$ cat src/rtl/bdhd_pkg.sv
// Package with the shared constants of the button debounce and hold detector.
package bdhd_pkg;

    localparam int unsigned      STABLE_MAX_DEF = 255;
    localparam longint unsigned  HOLD_MAX_DEF   = 64'd65535;

    localparam int CFG_INDEX_W = 3;
    localparam int CFG_DATA_W  = 16;

    localparam logic [CFG_INDEX_W-1:0] REG_ENABLE        = 3'd0;
    localparam logic [CFG_INDEX_W-1:0] REG_ACTIVE_LOW    = 3'd1;
    localparam logic [CFG_INDEX_W-1:0] REG_HOLD_TIME     = 3'd2;
    localparam logic [CFG_INDEX_W-1:0] REG_DEBOUNCE_TIME = 3'd3;
    localparam logic [CFG_INDEX_W-1:0] REG_MODE          = 3'd4;

    localparam logic [1:0] EV_NONE  = 2'd0;
    localparam logic [1:0] EV_PRESS = 2'd1;
    localparam logic [1:0] EV_HOLD  = 2'd2;

    localparam logic MODE_DEBOUNCED = 1'b0;
    localparam logic MODE_SIMPLE    = 1'b1;

    localparam int IN_DATA_W  = 24;
    localparam int OUT_DATA_W = 8;

endpackage

$ cat src/rtl/button_debounce_hold_detector_top.sv
// Top level of the button debouncer with press, release and hold detection.
//
//  Channel   Direction  Transfer when             Payload
//  s_axis    in         s_tvalid && s_tready      one pin tick (tdata)
//  m_axis    out        m_tvalid && m_tready      pressed state, flags, event code (tdata)
//  cfg       in         cfg_valid && cfg_ready    register index and write data
//
// A tick is registered at the input, then the result and, while enabled, the state
// registers are updated from it; one tick per cycle is sustained unless the output
// stalls. The state update register is the only stage the counters pass. Reset clears
// valid and detector state and loads the register defaults. A stalled output holds
// its result and the input register; the input stops taking ticks once both are full.
module button_debounce_hold_detector_top #(
    parameter int unsigned     STABLE_MAX = bdhd_pkg::STABLE_MAX_DEF,
    parameter longint unsigned HOLD_MAX   = bdhd_pkg::HOLD_MAX_DEF
) (
    input  logic                                clk,
    input  logic                                rst_n,
    input  logic                                s_tvalid,
    output logic                                s_tready,
    // raw_level[0], elapsed_ms[16:1], ack_press[17], ack_release[18], ack_hold[19]
    input  logic [bdhd_pkg::IN_DATA_W-1:0]      s_tdata,
    output logic                                m_tvalid,
    input  logic                                m_tready,
    // is_pressed[0], press_flag[1], release_flag[2], hold_flag[3], event_code[5:4]
    output logic [bdhd_pkg::OUT_DATA_W-1:0]     m_tdata,
    input  logic                                cfg_valid,
    output logic                                cfg_ready,
    input  logic [bdhd_pkg::CFG_INDEX_W-1:0]    cfg_index,
    input  logic [bdhd_pkg::CFG_DATA_W-1:0]     cfg_data
);

    localparam int SW   = $clog2(STABLE_MAX + 1);
    localparam int CW   = (SW > 8) ? SW : 8;
    localparam int HW   = $clog2(HOLD_MAX + 64'd1);
    localparam int HCW  = (HW > 16) ? HW : 16;
    localparam int SUMW = HCW + 1;

    localparam logic [SW-1:0]   STABLE_SAT = SW'(STABLE_MAX);
    localparam logic [HW-1:0]   HOLD_SAT   = HW'(HOLD_MAX);
    localparam logic [SUMW-1:0] HOLD_SUM   = SUMW'(HOLD_MAX);

    logic        enable_reg;
    logic        active_low_reg;
    logic [15:0] hold_time_reg;
    logic [7:0]  debounce_time_reg;
    logic        mode_reg;

    logic                           in_valid_reg;
    logic [bdhd_pkg::IN_DATA_W-1:0] in_data_reg;
    logic                           out_valid_reg;
    logic [bdhd_pkg::OUT_DATA_W-1:0] out_data_reg;
    logic [bdhd_pkg::OUT_DATA_W-1:0] out_data_next;

    logic          candidate_reg, candidate_next;
    logic [SW-1:0] stable_reg, stable_next;
    logic          pressed_reg, pressed_next;
    logic [HW-1:0] hold_reg, hold_next;
    logic          press_ev_reg, press_ev_next;
    logic          release_ev_reg, release_ev_next;
    logic          hold_ev_reg, hold_ev_next;

    logic            advance;
    logic            fire;
    logic            down;
    logic [15:0]     elapsed;
    logic [CW-1:0]   need;
    logic [HW-1:0]   hold_mid;
    logic [SUMW-1:0] hold_sum;
    logic [1:0]      event_code;

    assign cfg_ready = 1'b1;
    assign advance   = !out_valid_reg || m_tready;
    assign s_tready  = !in_valid_reg || advance;
    assign fire      = in_valid_reg && advance;
    assign m_tvalid  = out_valid_reg;
    assign m_tdata   = out_data_reg;

    always_ff @(posedge clk or negedge rst_n)
    begin
        if (!rst_n)
        begin
            enable_reg        <= 1'b0;
            active_low_reg    <= 1'b1;
            hold_time_reg     <= 16'd1000;
            debounce_time_reg <= 8'd20;
            mode_reg          <= bdhd_pkg::MODE_DEBOUNCED;
        end
        else if (cfg_valid && cfg_ready)
        begin
            case (cfg_index)
                bdhd_pkg::REG_ENABLE:        enable_reg        <= cfg_data[0];
                bdhd_pkg::REG_ACTIVE_LOW:    active_low_reg    <= cfg_data[0];
                bdhd_pkg::REG_HOLD_TIME:     hold_time_reg     <= cfg_data;
                bdhd_pkg::REG_DEBOUNCE_TIME: debounce_time_reg <= cfg_data[7:0];
                bdhd_pkg::REG_MODE:          mode_reg          <= cfg_data[0];
                default:                     ;
            endcase
        end
    end

    always_comb
    begin
        candidate_next  = candidate_reg;
        stable_next     = stable_reg;
        pressed_next    = pressed_reg;
        hold_next       = hold_reg;
        press_ev_next   = press_ev_reg;
        release_ev_next = release_ev_reg;
        hold_ev_next    = hold_ev_reg;
        event_code      = bdhd_pkg::EV_NONE;
        down            = in_data_reg[0] ^ active_low_reg;
        elapsed         = in_data_reg[16:1];
        need            = (debounce_time_reg == 8'd0) ? CW'(1) : CW'(debounce_time_reg);
        hold_mid        = hold_reg;
        hold_sum        = SUMW'(hold_reg) + SUMW'(elapsed);

        if (mode_reg == bdhd_pkg::MODE_DEBOUNCED)
        begin
            if (in_data_reg[17])
            begin
                press_ev_next = 1'b0;
            end
            if (in_data_reg[18])
            begin
                release_ev_next = 1'b0;
            end
            if (in_data_reg[19])
            begin
                hold_ev_next = 1'b0;
            end

            if (down == candidate_reg)
            begin
                if (stable_reg < STABLE_SAT)
                begin
                    stable_next = stable_reg + SW'(1);
                end
            end
            else
            begin
                stable_next    = '0;
                candidate_next = down;
            end

            if ((CW'(stable_next) >= need) && (pressed_reg != down))
            begin
                pressed_next = down;
                if (down)
                begin
                    press_ev_next = 1'b1;
                end
                else
                begin
                    release_ev_next = 1'b1;
                end
                hold_mid = '0;
            end

            hold_next = hold_mid;
            if (pressed_next)
            begin
                if (hold_mid < HOLD_SAT)
                begin
                    hold_next = hold_mid + HW'(1);
                end
                if (!hold_ev_next && (HCW'(hold_next) >= HCW'(hold_time_reg)))
                begin
                    hold_ev_next = 1'b1;
                end
            end
        end
        else
        begin
            if (down)
            begin
                if (!pressed_reg)
                begin
                    event_code   = bdhd_pkg::EV_PRESS;
                    hold_next    = '0;
                    hold_ev_next = 1'b0;
                    pressed_next = 1'b1;
                end
                else
                begin
                    hold_next = (hold_sum > HOLD_SUM) ? HOLD_SAT : HW'(hold_sum);
                    if (!hold_ev_reg && (HCW'(hold_next) >= HCW'(hold_time_reg)))
                    begin
                        event_code   = bdhd_pkg::EV_HOLD;
                        hold_ev_next = 1'b1;
                    end
                end
            end
            else
            begin
                pressed_next = 1'b0;
                hold_next    = '0;
                hold_ev_next = 1'b0;
            end
        end

        out_data_next = {2'b00, event_code, hold_ev_next, release_ev_next,
                         press_ev_next, pressed_next};
        if (!enable_reg)
        begin
            out_data_next = '0;
        end
    end

    always_ff @(posedge clk or negedge rst_n)
    begin
        if (!rst_n)
        begin
            in_valid_reg   <= 1'b0;
            out_valid_reg  <= 1'b0;
            candidate_reg  <= 1'b0;
            stable_reg     <= '0;
            pressed_reg    <= 1'b0;
            hold_reg       <= '0;
            press_ev_reg   <= 1'b0;
            release_ev_reg <= 1'b0;
            hold_ev_reg    <= 1'b0;
        end
        else
        begin
            if (s_tvalid && s_tready)
            begin
                in_valid_reg <= 1'b1;
            end
            else if (advance)
            begin
                in_valid_reg <= 1'b0;
            end

            if (advance)
            begin
                out_valid_reg <= in_valid_reg;
            end

            if (fire && enable_reg)
            begin
                candidate_reg  <= candidate_next;
                stable_reg     <= stable_next;
                pressed_reg    <= pressed_next;
                hold_reg       <= hold_next;
                press_ev_reg   <= press_ev_next;
                release_ev_reg <= release_ev_next;
                hold_ev_reg    <= hold_ev_next;
            end
        end
    end

    always_ff @(posedge clk)
    begin
        if (s_tvalid && s_tready)
        begin
            in_data_reg <= s_tdata;
        end
        if (fire)
        begin
            out_data_reg <= out_data_next;
        end
    end

endmodule
$ cat config.mk
export PLATFORM = sky130hd
export DESIGN_NAME = button_debounce_hold_detector_top
export DESIGN_NICKNAME = d
export VERILOG_FILES = /design/src/rtl/bdhd_pkg.sv /design/src/rtl/button_debounce_hold_detector_top.sv
export SDC_FILE = /design/constraint.sdc
export NUM_CORES = 1
export LEC_CHECK = 0
export ABC_CLOCK_PERIOD_IN_PS = 13250
export BUFFER_PORTS_ARGS = -buffer_cell sky130_fd_sc_hd__buf_2
export CORE_MARGIN = 5
export CORE_UTILIZATION = 60
export CTS_CLUSTER_SIZE = 14
export DETAILED_ROUTE_END_ITERATION = 12
export GPL_TIMING_DRIVEN = 1
export HOLD_SLACK_MARGIN = 0.06
export PLACE_DENSITY = 0.86
export SYNTH_ARGS = -nofsm -noshare
export SYNTH_HDL_FRONTEND = slang
export SYNTH_SLANG_ARGS = --single-unit
$ cat constraint.sdc
create_clock -name clk -period 13.25 [get_ports clk]
set_input_delay 1.325 -clock clk [delete_from_list [all_inputs] [get_ports clk]]
set_output_delay 1.325 -clock clk [all_outputs]
set_load 0.01 [all_outputs]
======== Word-level counts from Yosys, hierarchy flattened ========
Index checks and enable logic that the tools add are counted.
word-level totals
  logic and storage cells ................. 99
  flip-flop bits (word level) ............. 86
  bits in latches ......................... 0
  memory bits (read-only) ................. 0
  memory bits (writable) .................. 0
  memories kept ........................... 0
  bits of input ports ..................... 48
  output and inout bits ................... 11
cells by class
  div/mod/pow operators ................... 0
  shift-type cells ........................ 0
  $add $sub $neg .......................... 3
  muxes and demuxes ....................... 38
  magnitude comparators ................... 6
  $mul .................................... 0
  bitwise gates (word level) .............. 3
  reductions and logical operators ........ 24
  equality and inequality tests ........... 6
operators with widths
  cell                   number
  $mux 16                10
  $ge 16x16->1           2
  $mux 8                 4
  $mux 1                 22
  $add 16x16->17         1
  $gt 17x16->1 const B   1
  $add 16x1->16 const B  1
  $lt 16x16->1 const B   1
  $reduce_and 2->1       6
  $add 8x1->8 const B    1
  $ge 8x8->1             1
  $logic_not 8->1        1
  $lt 8x8->1 const B     1
  $eq 3x2->1 const B     2
  $logic_and 1x1->1      6
  $reduce_and 3->1       2
  $logic_not 1->1        4
  $mux 2                 2
  $reduce_and 4->1       1
  $eq 3x1->1 const B     1
  $eq 3x3->1 const B     1
  $logic_not 3->1        1
  $logic_or 1x1->1       2
  $not 1->1              2
  other kinds (4)        4

======== Logic depth before layout (Yosys ltp) ========
Gate-level depths: netlist of the first run.
  word-level depth ........................ 17
  mapped depth ............................ 24
  depth with buffers taken out ............ 23

======== Worst setup path after synthesis of the first run ========
No wires, ideal clock.
  kind .................................... reg-to-reg
  start point ............................. register stable_reg[0]
  end point ............................... register out_data_reg (netlist bit m_tdata[3]) (data pin)
  data arrival time ....................... 4.077 ns
  clock period less this slack ............ 4.344 ns
  stages on the path, launching flop included .. 24
  path buffers ............................ 1
  setup time .............................. 0.267 ns
  slack ................................... 8.906 ns
  data required time ...................... 12.983 ns
  path through ............................ dfrtp_1 > ha_1 > and3_1 > nand3_1 > nand4_1 > xor2_1 > nor2_1 > ha_1 > a211o_1 > o211ai_2 > o211ai_1 > o211a_1 > buf_2 > nor2_1 > nand2_1 > xor2_1 > nor2_1 > ha_1 > a21o_1 > a21o_1 > a21oi_1 > o21ai_0 > a21oi_1 > o32ai_1
between the ends
  word-level cells in the longest chain between the ends .. 17
  elaborated cells on any way between the ends .. 21
  classes of those cells .................. add/sub (2); order compare (4); mux (13); reduce/logical (2)
RTL lines
  item                                                  line                                                                                source
  start: declaration                                    button_debounce_hold_detector_top.sv:56                                             logic [SW-1:0] stable_reg, stable_next;
  start signal: assignment                              button_debounce_hold_detector_top.sv:243                                            stable_reg <= stable_next;
  $add 8x1->8 / $lt 8x8->1 (equally long branches)      button_debounce_hold_detector_top.sv:137, button_debounce_hold_detector_top.sv:135
  $mux 8 *                                              button_debounce_hold_detector_top.sv:135                                            if (stable_reg < STABLE_SAT)
  $mux 8 *                                              button_debounce_hold_detector_top.sv:133                                            if (down == candidate_reg)
  $mux 8 *                                              button_debounce_hold_detector_top.sv:118                                            if (mode_reg == bdhd_pkg::MODE_DEBOUNCED)
  $ge 8x8->1 *                                          button_debounce_hold_detector_top.sv:146                                            if ((CW'(stable_next) >= need) && (pressed_reg != down))
  $logic_and 1x1->1 *                                   button_debounce_hold_detector_top.sv:146
  $mux 16                                               button_debounce_hold_detector_top.sv:146
  $mux 16                                               button_debounce_hold_detector_top.sv:118
  $add 16x1->16 / $lt 16x16->1 (equally long branches)  button_debounce_hold_detector_top.sv:165, button_debounce_hold_detector_top.sv:163
  $mux 16                                               button_debounce_hold_detector_top.sv:163                                            if (hold_mid < HOLD_SAT)
  $mux 16                                               button_debounce_hold_detector_top.sv:161                                            if (pressed_next)
  $mux 16                                               button_debounce_hold_detector_top.sv:118
  $ge 16x16->1                                          button_debounce_hold_detector_top.sv:167                                            if (!hold_ev_next && (HCW'(hold_next) >= HCW'(hold_time_reg)))
  $logic_and 1x1->1                                     button_debounce_hold_detector_top.sv:167
  $mux 1                                                button_debounce_hold_detector_top.sv:167
  $mux 1 *                                              button_debounce_hold_detector_top.sv:161
  $mux 1 *                                              button_debounce_hold_detector_top.sv:118
  end signal: assignment                                button_debounce_hold_detector_top.sv:261                                            out_data_reg <= out_data_next;
  end: declaration                                      button_debounce_hold_detector_top.sv:52                                             logic [bdhd_pkg::OUT_DATA_W-1:0] out_data_reg;
Mark *: on every way between the ends. The rest lies on a longest branch, timed or not. The select of a mux whose other input is x is not followed.
A chain may end at the register's enable or synchronous reset.

======== Worst setup path after layout of the first run ========
  start point ............................. register active_low_reg
  end point ............................... register out_data_reg (netlist bit m_tdata[3]) (data pin)
between the ends
  word-level cells in the longest chain between the ends .. 17
  elaborated cells on any way between the ends .. 22
  classes of those cells .................. add/sub (1); order compare (3); eq/ne (2); mux (13); bitwise (1); reduce/logical (2)
RTL lines
  item                                                  line                                                                                source
  start: declaration                                    button_debounce_hold_detector_top.sv:44                                             logic active_low_reg;
  start signal: assignment                              button_debounce_hold_detector_top.sv:93                                             bdhd_pkg::REG_ACTIVE_LOW: active_low_reg <= cfg_data[0];
  $xor 1x1->1 *                                         button_debounce_hold_detector_top.sv:112                                            down = in_data_reg[0] ^ active_low_reg;
  $eq 1x1->1                                            button_debounce_hold_detector_top.sv:133
  $mux 8                                                button_debounce_hold_detector_top.sv:133
  $mux 8                                                button_debounce_hold_detector_top.sv:118
  $ge 8x8->1                                            button_debounce_hold_detector_top.sv:146
  $logic_and 1x1->1                                     button_debounce_hold_detector_top.sv:146
  $mux 16                                               button_debounce_hold_detector_top.sv:146
  $mux 16                                               button_debounce_hold_detector_top.sv:118
  $add 16x1->16 / $lt 16x16->1 (equally long branches)  button_debounce_hold_detector_top.sv:165, button_debounce_hold_detector_top.sv:163
  $mux 16                                               button_debounce_hold_detector_top.sv:163
  $mux 16                                               button_debounce_hold_detector_top.sv:161
  $mux 16                                               button_debounce_hold_detector_top.sv:118
  $ge 16x16->1                                          button_debounce_hold_detector_top.sv:167
  $logic_and 1x1->1                                     button_debounce_hold_detector_top.sv:167
  $mux 1                                                button_debounce_hold_detector_top.sv:167
  $mux 1                                                button_debounce_hold_detector_top.sv:161
  $mux 1 *                                              button_debounce_hold_detector_top.sv:118
Marked as above.

==> out/results.ini, run 1 <==
[pwr]
p_per_area_nw_per_um2 = 192.8
ir_drop_v = 0.0001089
p_total_mw = 1.240
cellLeakagePower_nw = 2.875

[clocking]
insertion_delay_ps = 370
clk_pin_slew_worst_paths_ps = 90
cts_buffers = 9
cts_resized = 0
cts-root-buf = clkbuf_8
htree_num_levels = 3
postCtsSetupBuffers = 0
cts_buffer_depth = 2
cts_tree = done
hold_buffers = 0
clock-sinks = 84

[route]
drtIter0Drc = 314
post_drt_via_cell_ratio = 6.156
antenna_left = 0
avgRoutedWirePerCell_um = 17.00
drt_pass1_iterations = 5
drc_errors = 0
vias = 5005
wl_um = 13830

[floorplanning]
num_io_pins = 59
rows = 36
dieArea_sq_um = 11870
core_sq_um = 9684
initial_utilization = 0.6068
die_w_um = 109.0
die_h_um = 109.0

[yosys]
netlist_top_cells_area = dfrtp_1 21%, edfxtp_1 13%, ha_1 12%, nand2_1 4.6%, o21ai_0 4.3%
yosys.cell_types.count = 68
ys_ff_latch = 84
ys_seq_area_frac = 0.3817
yosys.area.top_type = dfrtp_1
synth_ff_type = dfrtp_1
synth-edff-count = 26
syn_avg_cell_area_sq_um = 9.314
synthCells = 631
async_flop_share = 0.6905
yosysWarnings = 0
synthDominantCellAreaShare = 0.2086
syn_area_sq_um = 5877

[critical_path]
cp_top_family = compound AO/OA/AOI/OAI gates
cp_common_cell = xor2_1
worstPathMaxFanout = 18
worstPathBufferInverterCount = 1
cp.required_ps = 13370
max_stage_delay_ps = 660
startpoint_type = flop
critPathKind = flop to flop
arrival_ps = 5420
crit_chain = xor2_1 > buf_4 > xor2_1 > a211oi_1 > ha_1 > and4_1 > o21ai_0 > o211ai_1 > o211a_1 > nor2_1 > nand2_1 > xor2_1 > nor2_1 > ha_1 > a21o_1 > a21o_1 > a21oi_1 > o21ai_0 > a21oi_1 > o32ai_1
endpoint_kind = flop
crit_slowest_cell = o211a_1

[global_route]
grt_max_degree = 59
first_global_vias = 4814
antenna_found_initial = 0
grt_pass1_wl_um = 22980
grt.overflow.total = 0
grt_usage = 0.2473

[final_layout]
drive_above_1_share = 0.1721
fin_nets = 782
n_antenna_cell = 0
final_cell_mix = 72 x nand2_1, 58 x ha_1, 51 x o21ai_0, 51 x buf_2, 49 x dfrtp_1
area_growth_pct = 9.453
seq_area_sq_um = 2243
multi_input_area_sq_um = 3395
fillCellCount = 758
final_common_cell = nand2_1
largest_reg_flops = 20

[min_path]
min_path_type = flop to flop

[status]
status = complete, no violations

[sta]
slew_viol_final = 0
worst_pin_slew_ps = 1097
slew_headroom = 0.2661
layout_min_cycle_time_ps = 5305
period_share = 0.4003
fin_setup_tns_ps = 0
fmax_ghz = 0.1885
rsz0062_at_grt = false
setup_viol = 0
hold_violations = 0
skew_ps = 10.21

[placed_design]
numPortBuffers = 51
gp_congestion = 0.8795
hpwl_um = 10360

[flow_run]
max_cap_viol_count = 0

==> final timing paths <==
check,from,endpoint,slack [ps],depth (start not counted)
min,press_ev_reg,press_ev_reg,500,1
max reg2reg,active_low_reg,m_tdata[3],7950,20
max in group asynchronous,rst_n,hold_reg[2],11630,2
min in group asynchronous,rst_n,press_ev_reg,1110,2
max,active_low_reg,m_tdata[3],7950,20
min reg2reg,press_ev_reg,press_ev_reg,500,1
==> final cells by class <==
type / instances / area share
Inverter: 33 / 0.01926
Multi-Input combinational cell: 491 / 0.5277
Sequential cell: 84 / 0.3488
Clock buffer: 12 / 0.02431
Clock inverter: 4 / 0.008559
Timing Repair Buffer: 56 / 0.04552
Tap cell: 133 / 0.02587
==> stage by stage <==
step	cells	hold WS, ps	worst slack (ps)	area [sq um]	util
global route	813	525.3	7572	6432	0.6642
global placement	797	457.0	8169	6221	0.6424
finish	813	499.7	7945	6432	0.6642
CTS	813	504.4	8054	6432	0.6642
detailed placement	797	483.9	8071	6221	0.6424
floorplan	632	442.0	8906	5881	-
==> cell families after synthesis <==
group           count (synthesis)  synth area share
buf+inv                        57           0.04130
mux                            24           0.04599
simple gates                  214            0.1801
xor+xnor                       27           0.04024
other cells                     2          0.001278
fa+ha+maj                      59            0.1269
compound gates                164            0.1825
flops                          84            0.3817
==> synth_stat cells (5+ instances only) <==
| library cell | count |
|---|---|
| a21o_1 | 16 |
| a21oi_1 | 33 |
| and2_1 | 5 |
| and3_1 | 9 |
| buf_4 | 6 |
| clkbuf_1 | 12 |
| dfrtp_1 | 49 |
| dfstp_2 | 9 |
| edfxtp_1 | 26 |
| ha_1 | 58 |
| inv_1 | 33 |
| mux2_2 | 21 |
| nand2_1 | 72 |
| nand2b_1 | 10 |
| nand3_1 | 19 |
| nand4_1 | 15 |
| nor2_1 | 46 |
| nor2b_1 | 5 |
| nor3_1 | 7 |
| o211ai_1 | 6 |
| o21a_1 | 8 |
| o21ai_0 | 51 |
| xnor2_1 | 10 |
| xor2_1 | 17 |
==> worst register-to-register path, cell delays in order (launching register included) <==
cell	delay, ps
dfstp_2	560
xor2_1	130
buf_4	210
xor2_1	470
a211oi_1	180
ha_1	350
and4_1	170
o21ai_0	110
o211ai_1	220
o211a_1	660
nor2_1	320
nand2_1	170
xor2_1	190
nor2_1	60
ha_1	320
a21o_1	190
a21o_1	170
a21oi_1	130
o21ai_0	90
a21oi_1	230
o32ai_1	120
==> metal layers <==
layer  vias up  track usage  share of wire
li1       2383            -              -
met1      2397       0.3327           0.43
met2       194       0.3899           0.46
met3        31      0.04085          0.079
met4         0       0.1163          0.029
met5         -            0              0
==> where the power goes <==
group | leakage [nW] | switching [mW] | internal, mW
logic | 1.82 | 0.379 | 0.270
registers | 0.952 | 0.0688 | 0.326
clock network | 0.102 | 0.0972 | 0.0998
total | 2.87 | 0.545 | 0.695
No activity file was read; power rests on OpenSTA's default activity.
==> inputs of run 2 (changes only) <==
- ABC_CLOCK_PERIOD_IN_PS: 13250 -> 5600
- clock period: 13.25 -> 5.6 ns (I/O delays scaled with it)
==> run 2 against run 1 <==
  * Die area unchanged
  * First-iteration DRC count increased by 3.2%
  * Critical path type unchanged
  * Sequential share of layout area increased by 0.068 points
  * Combinational power increased by 140%
  * Global-route usage increased by 0.73 points
  * Cell count increased by 0.12%
  * Design area decreased by 0.19%
  * Total power increased by 130%
  * Largest cell class unchanged
==> out/results.ini, run 2 (same netlist as run 1, synthesis figures left out) <==
[min_path]
min_path_type = input pin to asynchronous set/reset pin  ; was flop to flop

[final_layout]
fillCellCount = 754  ; was 758
final_common_cell = nand2_1  ; unchanged
fin_nets = 783  ; was 782
fin_area_sq_um = 6420  ; was 6432 sq um
largest_reg_flops = 20  ; unchanged
final_cell_mix = 72 x nand2_1, 58 x ha_1, 51 x o21ai_0, 51 x buf_2, 49 x dfrtp_1  ; unchanged
area_growth_pct = 9.240  ; was 9.453%
seq_area_sq_um = 2243  ; unchanged
drive_above_1_share = 0.1762  ; was 0.1721
multi_input_area_sq_um = 3395  ; unchanged
n_antenna_cell = 0  ; unchanged

[sta]
setup_slack_ps = 442.7  ; was 7945 ps
period_share = 0.9209  ; was 0.4003
rsz0062_at_grt = false  ; unchanged
worst_pin_slew_ps = 1059  ; was 1097 ps
layout_min_cycle_time_ps = 5157  ; was 5305 ps
hold_violations = 0  ; unchanged
skew_ps = 9.656  ; was 10.21 ps
slew_headroom = 0.2941  ; was 0.2661
fmax_ghz = 0.1939  ; was 0.1885 GHz
fin_setup_tns_ps = 0  ; unchanged
setup_viol = 0  ; unchanged
slew_viol_final = 0  ; unchanged

[route]
wl_um = 13860  ; was 13,830 um
drt_pass1_iterations = 6  ; was 5
drtIter0Drc = 324  ; was 314
vias = 4971  ; was 5,005
post_drt_via_cell_ratio = 6.107  ; was 6.156
antenna_left = 0  ; unchanged
drc_errors = 0  ; unchanged
avgRoutedWirePerCell_um = 17.02  ; was 17.00 um

[global_route]
grt_max_degree = 59  ; unchanged
grt_pass1_wl_um = 23590  ; was 22,980 um
grt.overflow.total = 0  ; unchanged
grt_usage = 0.2546  ; was 0.2473
first_global_vias = 4919  ; was 4,814
antenna_found_initial = 0  ; unchanged

[placed_design]
gp_congestion = 0.9220  ; was 0.8795
numPortBuffers = 51  ; unchanged
hpwl_um = 10530  ; was 10,360 um
place_ws_ps = 558.7  ; was 8071 ps
placed_area_sq_um = 6228  ; was 6221 sq um

[critical_path]
max_stage_delay_ps = 500  ; was 660 ps
cp.required_ps = 5700  ; was 13,370 ps
critPathKind = flop to flop  ; unchanged
crit_slowest_cell = nor2_1  ; was o211a_1
r2r_setup_slack_ps = 440  ; was 7950 ps
arrival_ps = 5260  ; was 5420 ps
worstPathMaxFanout = 12  ; was 18
endpoint_kind = flop  ; unchanged
startpoint_type = flop  ; unchanged
crit_chain = ha_1 > and3_1 > nand3_1 > nand4_1 > xor2_1 > nor2_1 > ha_1 > a211o_1 > o211ai_2 > o211ai_1 > o211a_1 > nor2_1 > nand2_1 > xor2_1 > nor2_1 > ha_1 > a21o_1 > a21o_1 > a21oi_1 > o21ai_0 > a21oi_1 > o32ai_1  ; was xor2_1 > buf_4 > xor2_1 > a211oi_1 > ha_1 > and4_1 > o21ai_0 > o211ai_1 > o211a_1 > nor2_1 > nand2_1 > xor2_1 > nor2_1 > ha_1 > a21o_1 > a21o_1 > a21oi_1 > o21ai_0 > a21oi_1 > o32ai_1

[clocking]
hold_buffers = 0  ; unchanged
cts_buffer_depth = 2  ; unchanged
cts-root-buf = clkbuf_8  ; unchanged
cts_resized = 0  ; unchanged
cts_buffers = 9  ; unchanged
cts_tree = done  ; unchanged
clk_pin_slew_worst_paths_ps = 90  ; about the same
clock-sinks = 84  ; unchanged
insertion_delay_ps = 370  ; about the same
htree_num_levels = 3  ; unchanged
postCtsSetupBuffers = 0  ; unchanged

[floorplanning]
dieArea_sq_um = 11870  ; unchanged
core_sq_um = 9684  ; unchanged
die_w_um = 109.0  ; unchanged
initial_utilization = 0.6068  ; unchanged
rows = 36  ; unchanged
die_h_um = 109.0  ; unchanged
num_io_pins = 59  ; unchanged

[status]
status = complete, no violations  ; unchanged

[pwr]
p_total_mw = 2.901  ; was 1.240 mW
p_per_area_nw_per_um2 = 451.8  ; was 192.8 nW/um^2
cellLeakagePower_nw = 2.878  ; was 2.875 nW
ir_drop_v = 0.0002249  ; was 0.0001089 V

[flow_run]
max_cap_viol_count = 0  ; unchanged

run 2: worst max-delay path: cells and delay by family (launching register included):
family / cells / cell delay [ps]
flops: 1 / 420
fa+ha+maj: 3 / 860
simple gates: 7 / 1440
xor+xnor: 2 / 340
compound gates: 10 / 1800
run 2: path summary, 6_finish.rpt:
check,from,to,cells past startpoint
hold / removal,rst_n,release_ev_reg,2
max in group asynchronous,rst_n,debounce_time_reg[1],2
setup / recovery,stable_reg[0],m_tdata[3],22
setup reg to reg,stable_reg[0],m_tdata[3],22
min in group clk,s_tdata[2],in_data_reg[2],1
hold reg to reg,release_ev_reg,release_ev_reg,2
run 2: cell type report:
| class | instances | share of cell area |
|---|---|---|
| Clock buffer | 10 | 0.02319 |
| Clock inverter | 6 | 0.006626 |
| Inverter | 33 | 0.01929 |
| Multi-Input combinational cell | 491 | 0.5287 |
| Sequential cell | 84 | 0.3494 |
| Tap cell | 133 | 0.02592 |
| Timing Repair Buffer | 57 | 0.04677 |
run 2: metrics by stage:
step | hold slack (ps) | utilization | cells
after floorplan | 264.4 | - | 632
after global placement | 456.7 | 0.6432 | 798
after detailed placement | 467.2 | 0.6432 | 798
after CTS | 347.0 | 0.6629 | 814
after global routing | 339.7 | 0.6629 | 814
final | 346.0 | 0.6629 | 814
run 2: report_power, final:
part           total [mW]  leakage (nW)  internal, mW  switching, mW
clock               0.426        0.0987         0.190          0.236
sequential          0.931         0.952         0.771          0.161
combinational        1.54          1.83         0.641          0.902
total                2.90          2.88          1.60           1.30
run 2: routing by layer:
| layer | global-route usage | up-vias | wire length [um] |
|---|---|---|---|
| met5 | 0 | - | 0 |
| met4 | 0.1154 | 0 | 442 |
| met3 | 0.04559 | 38 | 904 |
| met2 | 0.4013 | 187 | 6399 |
| met1 | 0.3422 | 2364 | 6111 |
| li1 | - | 2382 | - |
==> inputs of run 3 (changes only) <==
--- a/config.mk
+++ b/config.mk
@@ -8,3 +8,2 @@
 export ABC_CLOCK_PERIOD_IN_PS = 5600
-export BUFFER_PORTS_ARGS = -buffer_cell sky130_fd_sc_hd__buf_2
 export CORE_MARGIN = 5
@@ -13,5 +12,6 @@
 export DETAILED_ROUTE_END_ITERATION = 12
+export DONT_BUFFER_PORTS = 1
 export GPL_TIMING_DRIVEN = 1
 export HOLD_SLACK_MARGIN = 0.06
-export PLACE_DENSITY = 0.86
+export PLACE_DENSITY = 0.81
 export SYNTH_ARGS = -nofsm -noshare
==> constraint.sdc (replaced) <==
create_clock -name clk -period 5.6 [get_ports clk]
set_input_delay 0.84 -clock clk [delete_from_list [all_inputs] [get_ports clk]]
set_output_delay 0.84 -clock clk [all_outputs]
set_load 0.01 [all_outputs]
==> run 3 against run 2 <==
  * Register-to-register slack better by 120 ps
  * Clock skew up 12 ps
  * Cell count down 6.4%
  * Clock power up 8.9%
  * Clock-buffer cell count down 1
  * Combinational power about the same
  * Global-route usage down 1.0 points
  * Die area unchanged
  * First-iteration DRC count down 20%
  * Worst hold slack worse by 200 ps
  * Total power up 0.17%
==> out/results.ini, run 3 (same netlist as run 1, synthesis figures left out) <==
[min_path]
min_path_type = input pin to asynchronous set/reset pin  ; unchanged

[placed_design]
place_ws_ps = 618.4  ; was 558.7 ps
numPortBuffers = 0  ; was 51
placed_area_sq_um = 5968  ; was 6228 sq um
post-place-cells = 746  ; was 798
hpwl_um = 10160  ; was 10,530 um
gp_congestion = 0.9759  ; was 0.9220

[clocking]
insertion_delay_ps = 380  ; was 370 ps
cts_buffers = 9  ; unchanged
cts-root-buf = clkbuf_8  ; unchanged
clk_pin_slew_worst_paths_ps = 110  ; was 90 ps
cts_buffer_depth = 2  ; unchanged
clock-sinks = 84  ; unchanged
hold_buffers = 0  ; unchanged
postCtsSetupBuffers = 0  ; unchanged
cts_resized = 0  ; unchanged
htree_num_levels = 3  ; unchanged
cts_tree = done  ; unchanged

[pwr]
p_int_mw = 1.611  ; was 1.601 mW
switching_share = 0.4457  ; was 0.4479
p_clk_frac = 0.160  ; was 0.147
power.switching_mw = 1.295  ; was 1.299 mW
seqPwrFrac = 0.322  ; was 0.321
p_per_area_nw_per_um2 = 470.7  ; was 451.8 nW/um^2
ir_drop_v = 0.0002383  ; was 0.0002249 V
cellLeakagePower_nw = 2.678  ; was 2.878 nW
comb_power_share = 0.518  ; was 0.532
p_total_mw = 2.906  ; was 2.901 mW

[final_layout]
fin_nets = 731  ; was 783
layout.cells.non_filler = 762  ; was 814
final_cell_mix = 72 x nand2_1, 58 x ha_1, 51 x o21ai_0  ; was 72 x nand2_1, 58 x ha_1, 51 x o21ai_0, 51 x buf_2, 49 x dfrtp_1
area_growth_pct = 5.046  ; was 9.240%
n_antenna_cell = 0  ; unchanged
fillCellCount = 801  ; was 754
drive_above_1_share = 0.1097  ; was 0.1762
fin_area_sq_um = 6173  ; was 6420 sq um
final_util = 0.6375  ; was 0.6629
largest_reg_flops = 20  ; unchanged
final_common_cell = nand2_1  ; unchanged

[floorplanning]
num_io_pins = 59  ; unchanged
core_sq_um = 9684  ; unchanged
die_w_um = 109.0  ; unchanged
rows = 36  ; unchanged
die_h_um = 109.0  ; unchanged
initial_utilization = 0.6068  ; unchanged
dieArea_sq_um = 11870  ; unchanged

[global_route]
antenna_found_initial = 0  ; unchanged
grt_usage = 0.2443  ; was 0.2546
grt.overflow.total = 0  ; unchanged
grt_max_degree = 59  ; unchanged
grt_pass1_wl_um = 22560  ; was 23,590 um
first_global_vias = 4674  ; was 4,919

[route]
avgRoutedWirePerCell_um = 17.84  ; was 17.02 um
drtIter0Drc = 260  ; was 324
wl_um = 13600  ; was 13,860 um
post_drt_via_cell_ratio = 6.316  ; was 6.107
vias = 4813  ; was 4,971
antenna_left = 0  ; unchanged
drc_errors = 0  ; unchanged
drt_pass1_iterations = 6  ; unchanged

[sta]
slew_viol_final = 0  ; unchanged
hold_violations = 0  ; unchanged
fmax_ghz = 0.1987  ; was 0.1939 GHz
fin_setup_tns_ps = 0  ; unchanged
setup_viol = 0  ; unchanged
layout_min_cycle_time_ps = 5033  ; was 5157 ps
worst_pin_slew_ps = 1095  ; was 1059 ps
setup_slack_ps = 566.9  ; was 442.7 ps
period_share = 0.8988  ; was 0.9209
rsz0062_at_grt = false  ; unchanged
skew_ps = 21.21  ; was 9.656 ps
whs_ps = 144.6  ; was 346.0 ps
slew_headroom = 0.2690  ; was 0.2941

[flow_run]
max_cap_viol_count = 0  ; unchanged

[critical_path]
startpoint_type = flop  ; unchanged
critPathKind = flop to flop  ; unchanged
endpoint_kind = flop  ; unchanged
worstPathMaxFanout = 12  ; unchanged
r2r_setup_slack_ps = 570  ; was 440 ps
arrival_ps = 5150  ; was 5260 ps
cp.required_ps = 5720  ; was 5700 ps

[status]
status = complete, no violations  ; unchanged

## run 3: power groups by stage
| stage | Sequential [mW] | Clock [mW] | Combinational, mW |
|---|---|---|---|
| finish | 0.936 | 0.464 | 1.51 |
| global route | 0.956 | 0.504 | 1.69 |
| CTS | 0.931 | 0.473 | 1.49 |
| detailed placement | 0.943 | 0 | 1.47 |
| global placement | 0.937 | 0 | 1.41 |
| floorplan | 0.871 | 0 | 1.18 |
## run 3: worst max-delay path, stage by stage (launching register included)
cell      delay [ps]
dfrtp_1          400
ha_1             230
and3_1           240
nand3_1          240
nand4_1          180
xor2_1           150
nor2_1            80
ha_1             350
a211o_1          310
o211ai_2          90
o211ai_1         130
o211a_1          350
nor2_1           500
nand2_1          130
xor2_1           140
nor2_1            50
ha_1             320
a21o_1           180
a21o_1           170
a21oi_1          130
o21ai_0           80
a21oi_1          210
o32ai_1          110
## run 3: path summary, 6_finish.rpt
| path | start | endpoint | depth (start not counted) |
|---|---|---|---|
| worst min-delay path | rst_n | stable_reg[5] | 0 |
| max in group asynchronous | rst_n | hold_time_reg[3] | 0 |
| worst max register to register | stable_reg[0] | m_tdata[3] | 22 |
| min in group clk | release_ev_reg | release_ev_reg | 2 |
| worst max-delay path | stable_reg[0] | m_tdata[3] | 22 |
| worst min register to register | release_ev_reg | release_ev_reg | 2 |
## run 3: area by class of cell
cell class              count  area, sq um  share of cell area
clock inverters             7        81.33             0.01317
inverters                  33        123.9             0.02006
flip-flops and latches     84         2243              0.3634
well taps                 133        166.4             0.02696
clock buffers               9        123.9             0.02006
multi-input cells         491         3397              0.5503
repair buffers              5        37.54            0.006080
## run 3: per-layer routing
layer,track usage,routed length [um],up-vias
li1,-,-,2286
met1,0.3260,6014,2300
met2,0.3877,6165,191
met3,0.05447,971,36
met4,0.09468,444,0
met5,0,0,-
